`src/rtl/assert_macros.svh`:
```
// Assertion macros used by the datapath of the recurrence core.
// No dependencies; define ASSERT_OFF to compile the checks away.
`ifndef ASSERT_MACROS_SVH
`define ASSERT_MACROS_SVH

`ifndef ASSERT_OFF

`define ASSERT_IMPLIES(lbl, clk, rst_n, ante, cons) \
    lbl: assert property (@(posedge clk) disable iff (!(rst_n)) (ante) |-> (cons)) \
        else $error("assertion failed");

`define ASSERT_NEXT(lbl, clk, rst_n, ante, cons) \
    lbl: assert property (@(posedge clk) disable iff (!(rst_n)) (ante) |=> (cons)) \
        else $error("assertion failed");

`else

`define ASSERT_IMPLIES(lbl, clk, rst_n, ante, cons)

`define ASSERT_NEXT(lbl, clk, rst_n, ante, cons)

`endif

`endif

```
`src/rtl/lrmp_pkg.sv`:
```
// Shared types and constants of the linear recurrence core.
// No dependencies; used by the datapath, the controller and the top level.
package lrmp_pkg;

    localparam int INDEX_BITS = 60;
    localparam int DATA_W     = 30;

    localparam logic [29:0] PRIME      = 30'd1000000007;
    localparam logic [31:0] PRIME_X2   = 32'd2000000014;
    localparam logic [30:0] BARRETT_MU = 31'((64'd1 << 60) / 64'd1000000007);

    localparam int RAM_DEPTH = 32;
    localparam int RAM_AW    = 5;

    localparam logic [1:0] ROW_VEC   = 2'd3;
    localparam logic [1:0] FIRST_IDX = 2'd0;
    localparam logic [1:0] LAST_IDX  = 2'd2;
    localparam logic [1:0] FIN_BASE  = 2'd3;

    localparam int          PIPE_STAGES = 6;
    localparam int          CNT_W       = 4;
    localparam logic [3:0]  INIT_LAST   = 4'd15;
    localparam logic [3:0]  DRAIN_LAST  = 4'd6;

    localparam int APB_AW = 5;

    localparam logic [29:0] RST_COEF_ONE   = 30'd2;
    localparam logic [29:0] RST_COEF_TWO   = 30'd3;
    localparam logic [29:0] RST_COEF_THREE = 30'd2;
    localparam logic [29:0] RST_FIRST      = 30'd2;
    localparam logic [29:0] RST_SECOND     = 30'd7;
    localparam logic [29:0] RST_THIRD      = 30'd22;

    typedef enum logic [2:0] {
        REG_COEF_ONE   = 3'd0,
        REG_COEF_TWO   = 3'd1,
        REG_COEF_THREE = 3'd2,
        REG_FIRST      = 3'd3,
        REG_SECOND     = 3'd4,
        REG_THIRD      = 3'd5
    } reg_idx_t;

    typedef enum logic [2:0] {
        ST_IDLE,
        ST_INIT,
        ST_CHECK,
        ST_ISSUE,
        ST_DRAIN,
        ST_STEP,
        ST_READ,
        ST_CAPTURE
    } state_t;

    typedef struct packed {
        logic [29:0] coef_one;
        logic [29:0] coef_two;
        logic [29:0] coef_three;
        logic [29:0] first;
        logic [29:0] second;
        logic [29:0] third;
    } cfg_t;

    typedef struct packed {
        logic       load;
        logic       init_wr;
        logic [1:0] init_row;
        logic [1:0] init_col;
        logic       issue;
        logic       vec_phase;
        logic [1:0] i;
        logic [1:0] j;
        logic [1:0] k;
        logic       step;
        logic       capture;
    } cmd_t;

    typedef struct packed {
        logic n_zero;
        logic n_bit0;
        logic n_large;
        logic out_full;
    } status_t;

    typedef struct packed {
        logic              first;
        logic              last;
        logic [RAM_AW-1:0] dest;
    } tag_t;

endpackage

```
`src/rtl/lrmp_ctrl.sv`:
```
// Controller: sequences table load, product issue, pipeline drain,
// index steps and result capture. Depends on lrmp_pkg.
module lrmp_ctrl (
    input  logic              aclk,
    input  logic              aresetn,
    input  logic              s_valid,
    output logic              s_ready,
    input  lrmp_pkg::status_t status,
    output lrmp_pkg::cmd_t    cmd
);

    lrmp_pkg::state_t              state_reg, state_next;
    logic [lrmp_pkg::CNT_W-1:0]    cnt_reg, cnt_next;
    logic [1:0]                    i_reg, i_next;
    logic [1:0]                    j_reg, j_next;
    logic [1:0]                    k_reg, k_next;
    logic                          vec_reg, vec_next;
    logic                          issue_done;

    assign issue_done = !vec_reg && (i_reg == lrmp_pkg::LAST_IDX)
                        && (j_reg == lrmp_pkg::LAST_IDX) && (k_reg == lrmp_pkg::LAST_IDX);

    always_comb begin
        state_next = state_reg;
        case (state_reg)
            lrmp_pkg::ST_IDLE: begin
                if (s_valid) begin
                    state_next = lrmp_pkg::ST_INIT;
                end
            end
            lrmp_pkg::ST_INIT: begin
                if (cnt_reg == lrmp_pkg::INIT_LAST) begin
                    state_next = lrmp_pkg::ST_CHECK;
                end
            end
            lrmp_pkg::ST_CHECK: begin
                if (!status.n_large || status.n_zero) begin
                    state_next = lrmp_pkg::ST_READ;
                end else begin
                    state_next = lrmp_pkg::ST_ISSUE;
                end
            end
            lrmp_pkg::ST_ISSUE: begin
                if (issue_done) begin
                    state_next = lrmp_pkg::ST_DRAIN;
                end
            end
            lrmp_pkg::ST_DRAIN: begin
                if (cnt_reg == lrmp_pkg::DRAIN_LAST) begin
                    state_next = lrmp_pkg::ST_STEP;
                end
            end
            lrmp_pkg::ST_STEP:    state_next = lrmp_pkg::ST_CHECK;
            lrmp_pkg::ST_READ:    state_next = lrmp_pkg::ST_CAPTURE;
            lrmp_pkg::ST_CAPTURE: begin
                if (!status.out_full) begin
                    state_next = lrmp_pkg::ST_IDLE;
                end
            end
            default: state_next = lrmp_pkg::ST_IDLE;
        endcase
    end

    always_comb begin
        cnt_next = '0;
        i_next   = i_reg;
        j_next   = j_reg;
        k_next   = k_reg;
        vec_next = vec_reg;
        case (state_reg)
            lrmp_pkg::ST_INIT, lrmp_pkg::ST_DRAIN: begin
                cnt_next = cnt_reg + 1'b1;
            end
            lrmp_pkg::ST_CHECK: begin
                i_next   = '0;
                j_next   = '0;
                k_next   = '0;
                vec_next = status.n_bit0;
            end
            lrmp_pkg::ST_ISSUE: begin
                if (k_reg != lrmp_pkg::LAST_IDX) begin
                    k_next = k_reg + 1'b1;
                end else begin
                    k_next = '0;
                    if (vec_reg) begin
                        if (i_reg == lrmp_pkg::LAST_IDX) begin
                            i_next   = '0;
                            vec_next = 1'b0;
                        end else begin
                            i_next = i_reg + 1'b1;
                        end
                    end else if (j_reg != lrmp_pkg::LAST_IDX) begin
                        j_next = j_reg + 1'b1;
                    end else begin
                        j_next = '0;
                        i_next = (i_reg == lrmp_pkg::LAST_IDX) ? 2'd0 : i_reg + 1'b1;
                    end
                end
            end
            default: begin
                cnt_next = '0;
            end
        endcase
    end

    always_comb begin
        cmd           = '0;
        cmd.init_row  = cnt_reg[3:2];
        cmd.init_col  = cnt_reg[1:0];
        cmd.vec_phase = vec_reg;
        cmd.i         = i_reg;
        cmd.j         = j_reg;
        cmd.k         = k_reg;
        s_ready       = 1'b0;
        case (state_reg)
            lrmp_pkg::ST_IDLE: begin
                s_ready  = 1'b1;
                cmd.load = s_valid;
            end
            lrmp_pkg::ST_INIT:    cmd.init_wr = 1'b1;
            lrmp_pkg::ST_ISSUE:   cmd.issue   = 1'b1;
            lrmp_pkg::ST_STEP:    cmd.step    = 1'b1;
            lrmp_pkg::ST_CAPTURE: cmd.capture = !status.out_full;
            default: begin
                s_ready = 1'b0;
            end
        endcase
    end

    always_ff @(posedge aclk) begin
        if (!aresetn) begin
            state_reg <= lrmp_pkg::ST_IDLE;
            cnt_reg   <= '0;
            i_reg     <= '0;
            j_reg     <= '0;
            k_reg     <= '0;
            vec_reg   <= 1'b0;
        end else begin
            state_reg <= state_next;
            cnt_reg   <= cnt_next;
            i_reg     <= i_next;
            j_reg     <= j_next;
            k_reg     <= k_next;
            vec_reg   <= vec_next;
        end
    end

endmodule

```
`config.mk`:
```
export PLATFORM = sky130hd
export DESIGN_NAME = lrmp_ctrl
export DESIGN_NICKNAME = d
export VERILOG_FILES = /design/src/rtl/assert_macros.svh /design/src/rtl/lrmp_pkg.sv /design/src/rtl/lrmp_ctrl.sv
export SDC_FILE = /design/constraint.sdc
export NUM_CORES = 1
export LEC_CHECK = 0
export ABC_AREA = 1
export BUFFER_PORTS_ARGS = -buffer_cell sky130_fd_sc_hd__buf_2
export CAP_MARGIN = 20
export CORE_MARGIN = 1.5
export CORE_UTILIZATION = 35
export CTS_CLUSTER_DIAMETER = 150
export CTS_CLUSTER_SIZE = 8
export DETAILED_ROUTE_END_ITERATION = 10
export PLACE_DENSITY = 0.62
export SETUP_SLACK_MARGIN = 0.5
export SLEW_MARGIN = 20
export SYNTH_ARGS = -nofsm -noshare
export SYNTH_HDL_FRONTEND = slang
export SYNTH_SLANG_ARGS = --single-unit
```
`constraint.sdc`:
```
create_clock -name aclk -period 1.3 [get_ports aclk]
set_input_delay 0.13 -clock aclk [delete_from_list [all_inputs] [get_ports aclk]]
set_output_delay 0.13 -clock aclk [all_outputs]
set_load 0.01 [all_outputs]
```
=== Yosys cells after proc, flatten, opt, wreduce, memory -nomap -nowiden ===
Cells that the tools add are included.

* Flip-flop bits (word level): 14
* Bits of input ports: 7
* Output and inout port bits: 17
* Word-level logic and storage cells: 75

* Add/sub/neg operators: 4
* Eq/ne operators: 22
* Muxes and demuxes: 28
* Reductions and logical operators: 15

{| class="wikitable"
|+ Operators by type and width
! operator !! count
|-
| $pmux W3 S8 || 1
|-
| $mux W3 || 6
|-
| $ne A2 B2 Y1 const B || 9
|-
| $mux W2 || 8
|-
| $eq A3 B3 Y1 const B || 4
|-
| $pmux W2 S2 || 3
|-
| $mux W1 || 9
|-
| $add A2 B1 Y2 const B || 3
|-
| $eq A2 B2 Y1 const B || 3
|-
| $eq A3 B2 Y1 const B || 2
|-
| $reduce_and A3 Y1 || 2
|-
| $reduce_and A5 Y1 || 1
|-
| $add A4 B1 Y4 const B || 1
|-
| $eq A4 B3 Y1 const B || 1
|-
| $eq A4 B4 Y1 const B || 1
|-
| $reduce_and A2 Y1 || 2
|-
| $eq A3 B1 Y1 const B || 1
|-
| $logic_and A1 B1 Y1 || 3
|-
| $logic_not A1 Y1 || 3
|-
| $logic_not A3 Y1 || 1
|-
| $ne A3 B3 Y1 const B || 1
|-
| $pmux W1 S2 || 1
|-
| $reduce_bool A2 Y1 || 1
|-
| $reduce_or A2 Y1 || 1
|-
| $logic_or A1 B1 Y1 || 1
|}

=== Longest topological paths before layout ===
Gate-level depths: netlist of the first run.

* Depth in word-level cells: 6
* Mapped depth: 10

=== Worst setup path after synthesis of the first run ===
OpenSTA, ideal clock, no wires.

* Path type: flip-flop to flip-flop
* Start: register cnt_reg[0] (netlist bit)
* End: register state_reg[2]
* Data arrival time: 1.106 ns
* Slack: 0.082 ns
* Cell stages (with the launch flop): 9
* Path buffers: 0
* Clock period less this slack: 1.218 ns
* Path through: dfxtp_1 > ha_1 > nand2_1 > nor2_1 > nor2_1 > nor2_4 > nand3_2 > nor2_1 > nor2_1

* Longest elaborated chain between the ends: 3
* Elaborated cells on any way between the ends: 5
* Classes of those cells: eq/ne: 4; reduce/logical: 1

{| class="wikitable"
|+ Ends and longest elaborated chain
! element !! RTL line !! RTL
|-
| start, declared || lrmp_ctrl.sv:13 || <nowiki>logic [lrmp_pkg::CNT_W-1:0] cnt_reg, cnt_next;</nowiki>
|-
| start signal, assigned || lrmp_ctrl.sv:140 || <nowiki>cnt_reg <= cnt_next;</nowiki>
|-
| $eq A4 B3 Y1 / $eq A4 B4 Y1 (equally long branches) || lrmp_ctrl.sv:49, lrmp_ctrl.sv:32 ||
|-
| $ne A2 B2 Y1 (no line) || -- ||
|-
| $reduce_and A5 Y1 (no line) (*) || -- ||
|-
| end signal, assigned || lrmp_ctrl.sv:132 || <nowiki>state_reg <= lrmp_pkg::ST_IDLE;</nowiki>
|-
| end signal, assigned || lrmp_ctrl.sv:139 || <nowiki>state_reg <= state_next;</nowiki>
|-
| end, declared || lrmp_ctrl.sv:12 || <nowiki>lrmp_pkg::state_t state_reg, state_next;</nowiki>
|}

Mark *: on every way between the ends. The rest lies on a longest branch, timed or not.
A chain may end at the register's enable or synchronous reset.

==> flow_metrics.py, run 1 <==
metrics = {
    "run_status": {
        "status": "finished clean",
    },
    "die": {
        "fp.dieH_um": 50.12,
        "dieArea_mm2": 0.002512,
        "die_w_um": 50.12,
        "core_area_mm2": 0.002022,
        "io_pins": 24,
        "rows": 16,
        "floorplan.initialDensity_pct": 38.43,
    },
    "job": {
        "drv_cap": 0,
    },
    "final_layout": {
        "antennaDiodeCount": 0,
        "largest_register_ffs": 4,
        "layout-area-overhead-vs-synth_pct": 78.26,
        "drive_gt1_share_pct": 61.69,
        "nNetsFinal": 164,
    },
    "cts": {
        "root_buffer": "clkbuf_4",
        "cts_tree": "built",
        "clkLatencyLatePin_ns": 0.28,
        "cts.clk_slew.worst_paths_ns": 0.08,
        "cts_max_path_buffers": 2,
        "cts_hold_buf": 0,
        "cts_buffers": 3,
        "cts_max_level": 1,
        "clock_sinks": 14,
    },
    "timing": {
        "fin_crit_sh_pct": 98.05,
        "period_minus_slack_ns": 1.275,
        "hold_slack_ns": 0.1100,
        "skew_ns": 0.001297,
        "final-hold-violation-count": 0,
        "fmax_mhz": 784.5,
        "rsz0062_at_grt": "yes",
        "setup_violations": 0,
        "slew_violations": 0,
        "worst_pin_slew_ns": 0.2266,
        "max-slew-margin-rel_pct": 84.73,
    },
    "drt": {
        "drt_iter0_markers": 10,
        "via_per_inst": 4.812,
        "ant_nets": 0,
        "routed_wirelength_mm": 2.034,
        "drc_errors": 0,
        "via_count": 871,
        "wl_per_cell_um": 11.24,
        "dr.pass1.iters": 4,
    },
    "synthesis": {
        "synth_ff_type": "dfxtp_1",
        "yosys_warnings": 0,
        "ys_seq_elements": 14,
        "synth_area_per_cell_um2": 6.698,
        "synth_top_area_share_pct": 36.07,
        "syn_nets": 125,
        "synth.largest_area_cell": "dfxtp_1",
        "ys_top_cells_by_area": "dfxtp_1 (36%), nor2_1 (11%), nand2_1 (10%), inv_1 (6.3%), a21oi_1 (5.2%)",
        "synth_cell_types": 22,
        "synthTopCellsByCount": "nor2_1 (22), nand2_1 (21), dfxtp_1 (14), inv_1 (13), a21oi_1 (8)",
        "syn_inst": 116,
        "synthArstFlopShare_pct": 0,
        "syn_area_um2": 777.0,
        "synth_edf_count": 0,
        "yosysMostFrequentCell": "nor2_1",
        "yosysSeqAreaShare_pct": 36.07,
    },
    "global_routing": {
        "grt_max_degree": 11,
        "met3_usage_pct": 3.939,
        "gr-max-usage-layer": "met2",
        "met1_usage_pct": 22.68,
        "globalRouteMet2Util_pct": 26.97,
        "track_usage_pct": 17.38,
        "antenna_found_initial": 0,
        "grt_pass1_wl_mm": 3.360,
        "grt_pass1_vias": 776,
        "grt_overflow": 0,
    },
    "power_and_ir_drop": {
        "p_leak_uw": 0.0005947,
        "ir_drop_mv": 1.103,
        "power_density_mw_per_mm2": 2011,
        "power_uw": 2786,
    },
    "place": {
        "place_hpwl_mm": 1.377,
        "gpl.final_weighted_congestion": 0.7521,
        "port_buffers": 23,
    },
    "critical_path": {
        "cp.arrival_ns": 1.14,
        "critPathKind": "reg2out",
        "startpoint_type": "register",
        "crit_path_end_kind": "output port",
        "crit_required_ns": 1.17,
        "cp_max_fo": 6,
    },
    "min_path": {
        "worstHoldPathType": "in2reg",
    },
}
-- stage by stage --
step | utilization, % | setup TNS (ns) | cell area (µm²) | cells | worst slack (ns)
3_3_place_gp | 51.11 | 0 | 1033 | 167 | 0.08743
4_1_cts | 62.00 | 0 | 1254 | 178 | 0.02716
2_1_floorplan | - | 0 | 880.8 | 116 | 0.1700
6_report | 68.50 | 0 | 1385 | 181 | 0.02529
3_5_place_dp | 51.11 | 0 | 1033 | 167 | 0.04683
5_1_grt | 68.50 | -0.2405 | 1385 | 181 | -0.06400
-- layout make-up --
cell class	count	area, µm²
Clock buffer	4	36.28
Fill cell	171	636.9
Inverter	16	67.56
Multi-Input combinational cell	83	579.3
Sequential cell	14	317.8
Tap cell	27	33.78
Timing Repair Buffer	37	350.3
-- power breakdown --
part           leakage (µW)  switching, µW  total, µW  internal, µW
combinational      0.000451            843       1690           850
sequential         0.000123            194        782           588
clock             0.0000210            141        311           170
-- placed cells by master (no fill, tap or decap), types with 2 or more instances in the layout --
| master | Yosys | final |
|---|---|---|
| a21oi_1 | 8 | 6 |
| o211ai_1 | 2 | 2 |
| dfxtp_4 | 0 | 8 |
| nand2_4 | 0 | 4 |
| o21ai_0 | 3 | 2 |
| nand2_2 | 1 | 5 |
| nor2_2 | 2 | 7 |
| nand2_1 | 21 | 13 |
| o21ai_1 | 4 | 4 |
| inv_1 | 13 | 9 |
| nand3_1 | 5 | 3 |
| nor2_1 | 22 | 13 |
| dfxtp_2 | 0 | 6 |
| buf_2 | 0 | 9 |
| nor3_1 | 5 | 3 |
| inv_4 | 0 | 3 |
| ha_4 | 0 | 2 |
| nor2_4 | 2 | 6 |
| nand3_2 | 1 | 2 |
| clkbuf_4 | 0 | 3 |
| buf_6 | 0 | 22 |
| buf_4 | 3 | 5 |
| inv_2 | 3 | 4 |
-- path summary, 6_finish.rpt --
path	slack, ns	cells past startpoint	startpoint	to
max	0.03	5	state_reg[0]	cmd[15]
min	0.11	3	status[2]	vec_reg
max reg2reg	0.03	10	cnt_reg[0]	state_reg[2]
min reg2reg	0.47	1	cnt_reg[0]	cnt_reg[0]
-- per-layer routing --
layer	part of all wire, %	vias up
li1	-	448
met5	0	-
met3	2.5	0
met4	0	0
met1	47	409
met2	51	14
-- logic make-up after synthesis --
group,count (synthesis),share of synthesized area [%]
simple gates,63,37.36
buf+inv,19,10.63
compound gates,17,11.59
flops,14,36.07
fa+ha+maj,2,3.220
xor+xnor,1,1.127
-- worst max-delay path, stage by stage (launching register included) --
cell     delay [ns]
dfxtp_4        0.39
nor2_4         0.12
nand2_2        0.07
buf_6          0.12
nor2_2         0.05
buf_2          0.12
-- what timing repair did --
action | CTS | global route
setup endpoints to repair | 31 | 31
setup buffers | 7 | 3
pin swaps | 8 | 6
resized for setup | 39 | 22
(Power assumes the default switching activity.)
==> run 2: changes to the inputs <==
--- a/config.mk
+++ b/config.mk
@@ -8,6 +8,7 @@
 export ABC_AREA = 1
 export BUFFER_PORTS_ARGS = -buffer_cell sky130_fd_sc_hd__buf_2
 export CAP_MARGIN = 20
+export CORE_ASPECT_RATIO = 0.7
 export CORE_MARGIN = 1.5
 export CORE_UTILIZATION = 35
 export CTS_CLUSTER_DIAMETER = 150
==> run 2 against run 1 <==
Compared with the run above:
- cell area is 4.3% lower
- clock skew is 0.0013 ns higher
- critical path depth is 1 higher
==> flow_metrics.py, run 2 (synthesized netlist as in run 1, its figures left out) <==
metrics = {
    "run_status": {
        "status": "finished clean",
    },
    "die": {
        "core_area_mm2": 0.002120,
        "fp.dieH_um": 42.42,
        "io_pins": 24,
        "die_w_um": 59.32,
        "dieArea_mm2": 0.002516,
        "floorplan.initialDensity_pct": 36.66,
        "rows": 14,
    },
    "timing": {
        "rsz0062_at_grt": "yes",
        "slew_violations": 0,
        "setup_violations": 0,
        "worst_pin_slew_ns": 0.2077,
        "final-hold-violation-count": 0,
        "skew_ns": 0.002561,
        "period_minus_slack_ns": 1.229,
        "max-slew-margin-rel_pct": 86.12,
        "fin_crit_sh_pct": 94.56,
        "fmax_mhz": 813.5,
        "final.setup.tns_ns": 0,
    },
    "global_routing": {
        "track_usage_pct": 17.96,
        "grt_overflow": 0,
        "grt_pass1_vias": 769,
        "antenna_found_initial": 0,
        "grt_max_degree": 11,
        "grt_pass1_wl_mm": 3.387,
    },
    "critical_path": {
        "critPathKind": "reg2reg",
        "cp_max_fo": 4,
        "crit_path_end_kind": "register",
        "startpoint_type": "register",
        "worst_path_largest_cell_delay_ns": 0.38,
        "slowest_stage": "dfxtp_4",
        "ff2ff_setup_slack_ns": 0.07,
        "worstRegToRegCells": 6,
        "crit_required_ns": 1.49,
        "cp.arrival_ns": 1.42,
        "cp_cell_sequence": "buf_6, nor2_4, o21ai_2, and2_1, nor2_2, nor2_1",
        "worstReg2RegStart": "state_reg[2]",
        "reg2reg_to": "state_reg[0]",
    },
    "final_layout": {
        "nNetsFinal": 158,
        "layout-area-overhead-vs-synth_pct": 70.53,
        "fillers": 179,
        "largest_register_ffs": 4,
        "antennaDiodeCount": 0,
        "drive_gt1_share_pct": 62.84,
        "layout_common_cells": "nor2_1 (14), buf_6 (14), nand2_1 (13)",
        "finalNonFillerCells": 180,
    },
    "cts": {
        "cts_max_path_buffers": 2,
        "cts.clk_slew.worst_paths_ns": 0.09,
        "cts_max_level": 1,
        "cts_hold_buf": 0,
        "root_buffer": "clkbuf_4",
        "clock_sinks": 14,
        "cts_buffers": 3,
        "cts_tree": "built",
        "clkLatencyLatePin_ns": 0.29,
    },
    "place": {
        "place_hpwl_mm": 1.392,
        "gpl.final_weighted_congestion": 0.8571,
        "dp.cells": 170,
        "port_buffers": 23,
    },
    "min_path": {
        "worstHoldPathType": "in2reg",
        "min_to": "vec_reg",
        "hp-start": "status[2]",
        "min_delay_path_depth": 3,
    },
    "power_and_ir_drop": {
        "ir_drop_mv": 0.8571,
        "power_frac_seq_pct": 30.8,
        "power_density_mw_per_mm2": 1960,
        "p_sw_uw": 1187,
        "pwr-share-clk_pct": 12.4,
        "internal_power_uw": 1409,
        "p_sw_share_pct": 45.73,
        "p_leak_uw": 0.0005641,
        "combPwrFrac_pct": 56.7,
    },
    "drt": {
        "wl_per_cell_um": 12.08,
        "ant_nets": 0,
        "drc_errors": 0,
        "via_count": 833,
        "drt_iter0_markers": 27,
        "via_per_inst": 4.628,
        "routed_wirelength_mm": 2.175,
        "dr.pass1.iters": 4,
    },
    "job": {
        "drv_cap": 0,
    },
}
## run 2: cell count changes in the layout (fill, tap and decap cells not counted), moves of 2 or more
cell and delta:
buf_2 +3, nand3_1 -2, buf_6 -8, dfxtp_4 +2
nand3_2 +3, inv_2 -2, nor3_2 +3, dfxtp_2 -2
nor2_2 -2, nor3_1 -3
## run 2: cell type report
type	instances	area [µm²]	share of cell area (%)
clock buffer	4	36.28	2.738
timing repair buffer	31	255.2	19.26
sequential	14	322.8	24.36
tap	32	40.04	3.022
inverter	16	72.57	5.477
multi-input combinational	83	598.1	45.14
## run 2: what timing repair did
item                       4_1_cts  5_1_grt
pin swaps                        4        7
setup endpoints to repair       31       31
resized for setup               39       21
buffers inserted                 4        2
gates cloned                     0        0
## run 2: how the worst max path moves through the flow
| stage | from | to | slack, ns | depth (start not counted) |
|---|---|---|---|---|
| floorplan | cnt_reg[0] | state_reg[2] | 0.17 | 8 |
| detailed placement | state_reg[0] | state_reg[2] | 0.07 | 7 |
| finish | state_reg[2] | state_reg[0] | 0.07 | 6 |
| CTS | state_reg[0] | cmd[15] | 0.09 | 4 |
| global route | cnt_reg[1] | state_reg[0] | -0.02 | 8 |
| global placement | cnt_reg[0] | state_reg[2] | 0.10 | 8 |
## run 2: layer usage
metal | wire length [µm] | GRT usage [%] | vias up
li1 | - | - | 434
met1 | 1031 | 24.57 | 362
met2 | 988 | 25.71 | 30
met3 | 118 | 6.481 | 7
met4 | 36 | 6.364 | 0
met5 | 0 | 0 | -
## run 2: critical path: cells and delay by family, from the launching register on
family | cells | cell delay, ns
flip-flops | 1 | 0.38
AND/OR/NAND/NOR | 4 | 0.53
buffers and inverters | 1 | 0.12
AO/OA/AOI/OAI | 1 | 0.10
## run 2: power groups by stage
stage | combinational [µW] | clock [µW] | sequential, µW
floorplan | 809 | 0 | 727
global placement | 1060 | 0 | 736
detailed placement | 1060 | 0 | 743
CTS | 1270 | 334 | 773
global route | 1600 | 362 | 820
finish | 1470 | 322 | 801
## run 2: per-stage QoR
| step | total power (µW) | instance area (µm²) | hold slack, ns | worst slack (ns) | utilization, % |
|---|---|---|---|---|---|
| 3_5_place_dp | 1808 | 1025 | 0.4071 | 0.07068 | 48.35 |
| 5_1_grt | 2785 | 1325 | 0.08455 | -0.01645 | 62.51 |
| 4_1_cts | 2380 | 1220 | 0.07288 | 0.09055 | 57.56 |
| 6_report | 2597 | 1325 | 0.08123 | 0.07076 | 62.51 |
| 2_1_floorplan | 1535 | 880.8 | 0.2791 | 0.1700 | - |
| 3_3_place_gp | 1795 | 1025 | 0.4085 | 0.1036 | 48.35 |
==> run 3: changes to the inputs <==
--- a/config.mk
+++ b/config.mk
@@ -5,7 +5,6 @@
 export SDC_FILE = /design/constraint.sdc
 export NUM_CORES = 1
 export LEC_CHECK = 0
-export ABC_AREA = 1
 export BUFFER_PORTS_ARGS = -buffer_cell sky130_fd_sc_hd__buf_2
 export CAP_MARGIN = 20
 export CORE_ASPECT_RATIO = 0.7
==> run 3 against run 2 <==
Compared with the run above:
- the run now ends with setup timing left
- routed wire length grew 3.0%
- sequential power shrank 31%
- register-to-register slack worse by 0.14 ns
- total power fell by 24%
- critical path type unchanged
- largest power group unchanged
==> flow_metrics.py, run 3 <==
metrics = {
    "min_path": {
        "worstHoldPathType": "in2reg",
    },
    "critical_path": {
        "crit_required_ns": 1.48,
        "path_buf_inv": 0,
        "cp_cell_sequence": "or3b_4, a21o_1, a22o_1, and2_1",
        "cp.arrival_ns": 1.56,
        "startpoint_type": "register",
        "critPathKind": "reg2reg",
        "cpLargestDelayFamily": "simple AND/OR/NAND/NOR gates",
        "crit_path_end_kind": "register",
        "slowest_stage": "or3b_4",
        "cp_max_fo": 3,
        "worst_path_largest_cell_delay_ns": 0.40,
    },
    "synthesis": {
        "yosysMostFrequentCell": "dfxtp_1",
        "yosys_warnings": 0,
        "synthArstFlopShare_pct": 0,
        "synth_edf_count": 0,
        "synth_area_per_cell_um2": 8.372,
        "synth_compound_area_share_pct": 16.85,
        "synth_top_family_by_area": "simple AND/OR/NAND/NOR gates",
        "syn_inst": 94,
        "synth_ff_type": "dfxtp_1",
        "yosysSeqAreaShare_pct": 35.61,
        "ys_top_cells_by_area": "dfxtp_1 (36%), nor3b_1 (5.7%), nor2b_1 (4.8%), mux2i_1 (3.8%), nand2_1 (3.3%)",
        "synth_top_area_share_pct": 35.61,
        "synth.largest_area_cell": "dfxtp_1",
        "synth_cell_types": 34,
        "synth_fa_ha_area_share_pct": 3.180,
        "synth_xor_area_share_pct": 2.226,
        "syn_nets": 103,
        "synthTopCellsByCount": "dfxtp_1 (14), nand2_1 (7), nor2_1 (6), nor2b_1 (6), nor3b_1 (6)",
        "syn_area_um2": 787.0,
        "synth_simple_gate_area_share_pct": 32.11,
        "ys_seq_elements": 14,
        "synthMuxAreaShare_pct": 3.816,
    },
    "final_layout": {
        "largest_register_ffs": 4,
        "layout-area-overhead-vs-synth_pct": 78.70,
        "drive_gt1_share_pct": 61.48,
        "final_common_cell": "buf_6",
        "layout_common_cells": "buf_6 (25), buf_2 (10), dfxtp_4 (9)",
        "fin_util_pct": 65.81,
        "nNetsFinal": 145,
        "antennaDiodeCount": 0,
        "fin_area_mm2": 0.001406,
    },
    "timing": {
        "fin_crit_sh_pct": 105.7,
        "max-slew-margin-rel_pct": 81.79,
        "period_minus_slack_ns": 1.374,
        "setup_ws_ns": -0.07379,
        "skew_ns": 0.003633,
        "slew_violations": 0,
        "setup_violations": 5,
        "rsz0062_at_grt": "yes",
        "final.setup.tns_ns": -0.1449,
        "fmax_mhz": 727.9,
        "worst_pin_slew_ns": 0.2731,
        "final-hold-violation-count": 0,
    },
    "die": {
        "io_pins": 24,
        "core_area_mm2": 0.002137,
        "fp.dieH_um": 42.68,
        "die_w_um": 59.68,
        "rows": 14,
        "floorplan.initialDensity_pct": 36.83,
        "dieArea_mm2": 0.002547,
    },
    "place": {
        "gpl.final_weighted_congestion": 0.8124,
        "port_buffers": 23,
        "dpl_cell_area_mm2": 0.001121,
        "place_hpwl_mm": 1.477,
        "post-place-ws_ns": -0.02383,
    },
    "cts": {
        "root_buffer": "clkbuf_4",
        "cts_max_path_buffers": 2,
        "clock_sinks": 14,
        "cts.clk_slew.worst_paths_ns": 0.09,
        "clkLatencyLatePin_ns": 0.28,
        "cts_hold_buf": 0,
        "cts_max_level": 1,
        "cts_buffers": 3,
        "cts_tree": "built",
    },
    "drt": {
        "via_count": 826,
        "drt_iter0_markers": 10,
        "routed_wirelength_mm": 2.240,
        "drc_errors": 0,
        "dr.pass1.iters": 7,
        "wl_per_cell_um": 13.41,
        "via_per_inst": 4.946,
        "ant_nets": 0,
    },
    "power_and_ir_drop": {
        "combPwrFrac_pct": 55.5,
        "p_leak_uw": 0.0006045,
        "ir_drop_mv": 0.7986,
        "pwr-share-clk_pct": 16.5,
        "power_uw": 1964,
        "power_density_mw_per_mm2": 1397,
        "internal_power_uw": 1249,
        "power_frac_seq_pct": 28.0,
        "p_sw_share_pct": 36.43,
        "p_sw_uw": 715.5,
    },
    "global_routing": {
        "grt_pass1_wl_mm": 3.367,
        "track_usage_pct": 17.91,
        "grt_max_degree": 13,
        "grt_overflow": 0,
        "grt_pass1_vias": 776,
        "antenna_found_initial": 0,
    },
    "run_status": {
        "status": "complete, but fails checks",
        "violations": "setup timing",
    },
    "job": {
        "drv_cap": 0,
    },
}
==> run 3: changes by cell type in the layout (fill, tap and decap cells not counted), sizes merged, moves of 5 or more <==
cell	change
nand2	-15
a21oi	-6
nor2	-20
nor2b	+6
buf	+13
inv	-13
nor3b	+5
==> run 3: final timing paths <==
kind | startpoint | end | slack (ns) | depth (start not counted)
hold reg to reg | cnt_reg[0] | cnt_reg[0] | 0.45 | 1
setup / recovery | k_reg[1] | j_reg[0] | -0.07 | 4
setup reg to reg | k_reg[1] | j_reg[0] | -0.07 | 4
hold / removal | aresetn | state_reg[0] | 0.18 | 2
==> run 3: power by group through the flow <==
stage	clock network, µW	registers, µW	logic, µW
2_1_floorplan	0	538	652
3_3_place_gp	0	582	766
3_5_place_dp	0	581	787
4_1_cts	332	541	1010
5_1_grt	350	555	1160
6_report	325	549	1090
==> run 3: stage by stage <==
stage | cells | hold slack (ns)
global placement | 156 | 0.4599
CTS | 166 | 0.1643
global route | 167 | 0.1733
detailed placement | 156 | 0.4724
finish | 167 | 0.1779
floorplan | 94 | 0.2863
==> run 3: kinds of logic (layout without fill, tap and decap cells) <==
family | count (synthesis) | after routing
multiplexers | 3 | 3
AND/OR/NAND/NOR | 44 | 44
AO/OA/AOI/OAI | 19 | 19
buffers and inverters | 10 | 51
flip-flops | 14 | 14
adder cells (fa/ha/maj) | 2 | 2
XOR/XNOR | 2 | 2
==> run 3: final cells by class <==
cell class	instances	area, µm²
timing repair buffer	44	406.6
fill	184	730.7
inverter	3	11.26
multi-input combinational	70	591.8
clock buffer	4	36.28
tap	32	40.04
sequential	14	320.3
==> run 3: routing by layer <==
layer  global-route usage [%]  part of all wire, %
met4                    9.778                  1.5
met2                    26.09                   44
met1                    24.48                   50
met5                        0                    0
met3                    3.659                  4.6
==> run 3: what timing repair did <==
action,in CTS,in global routing
buffers inserted,6,1
pin swaps,7,0
endpoints found under the setup margin,31,31
resized for setup,38,14
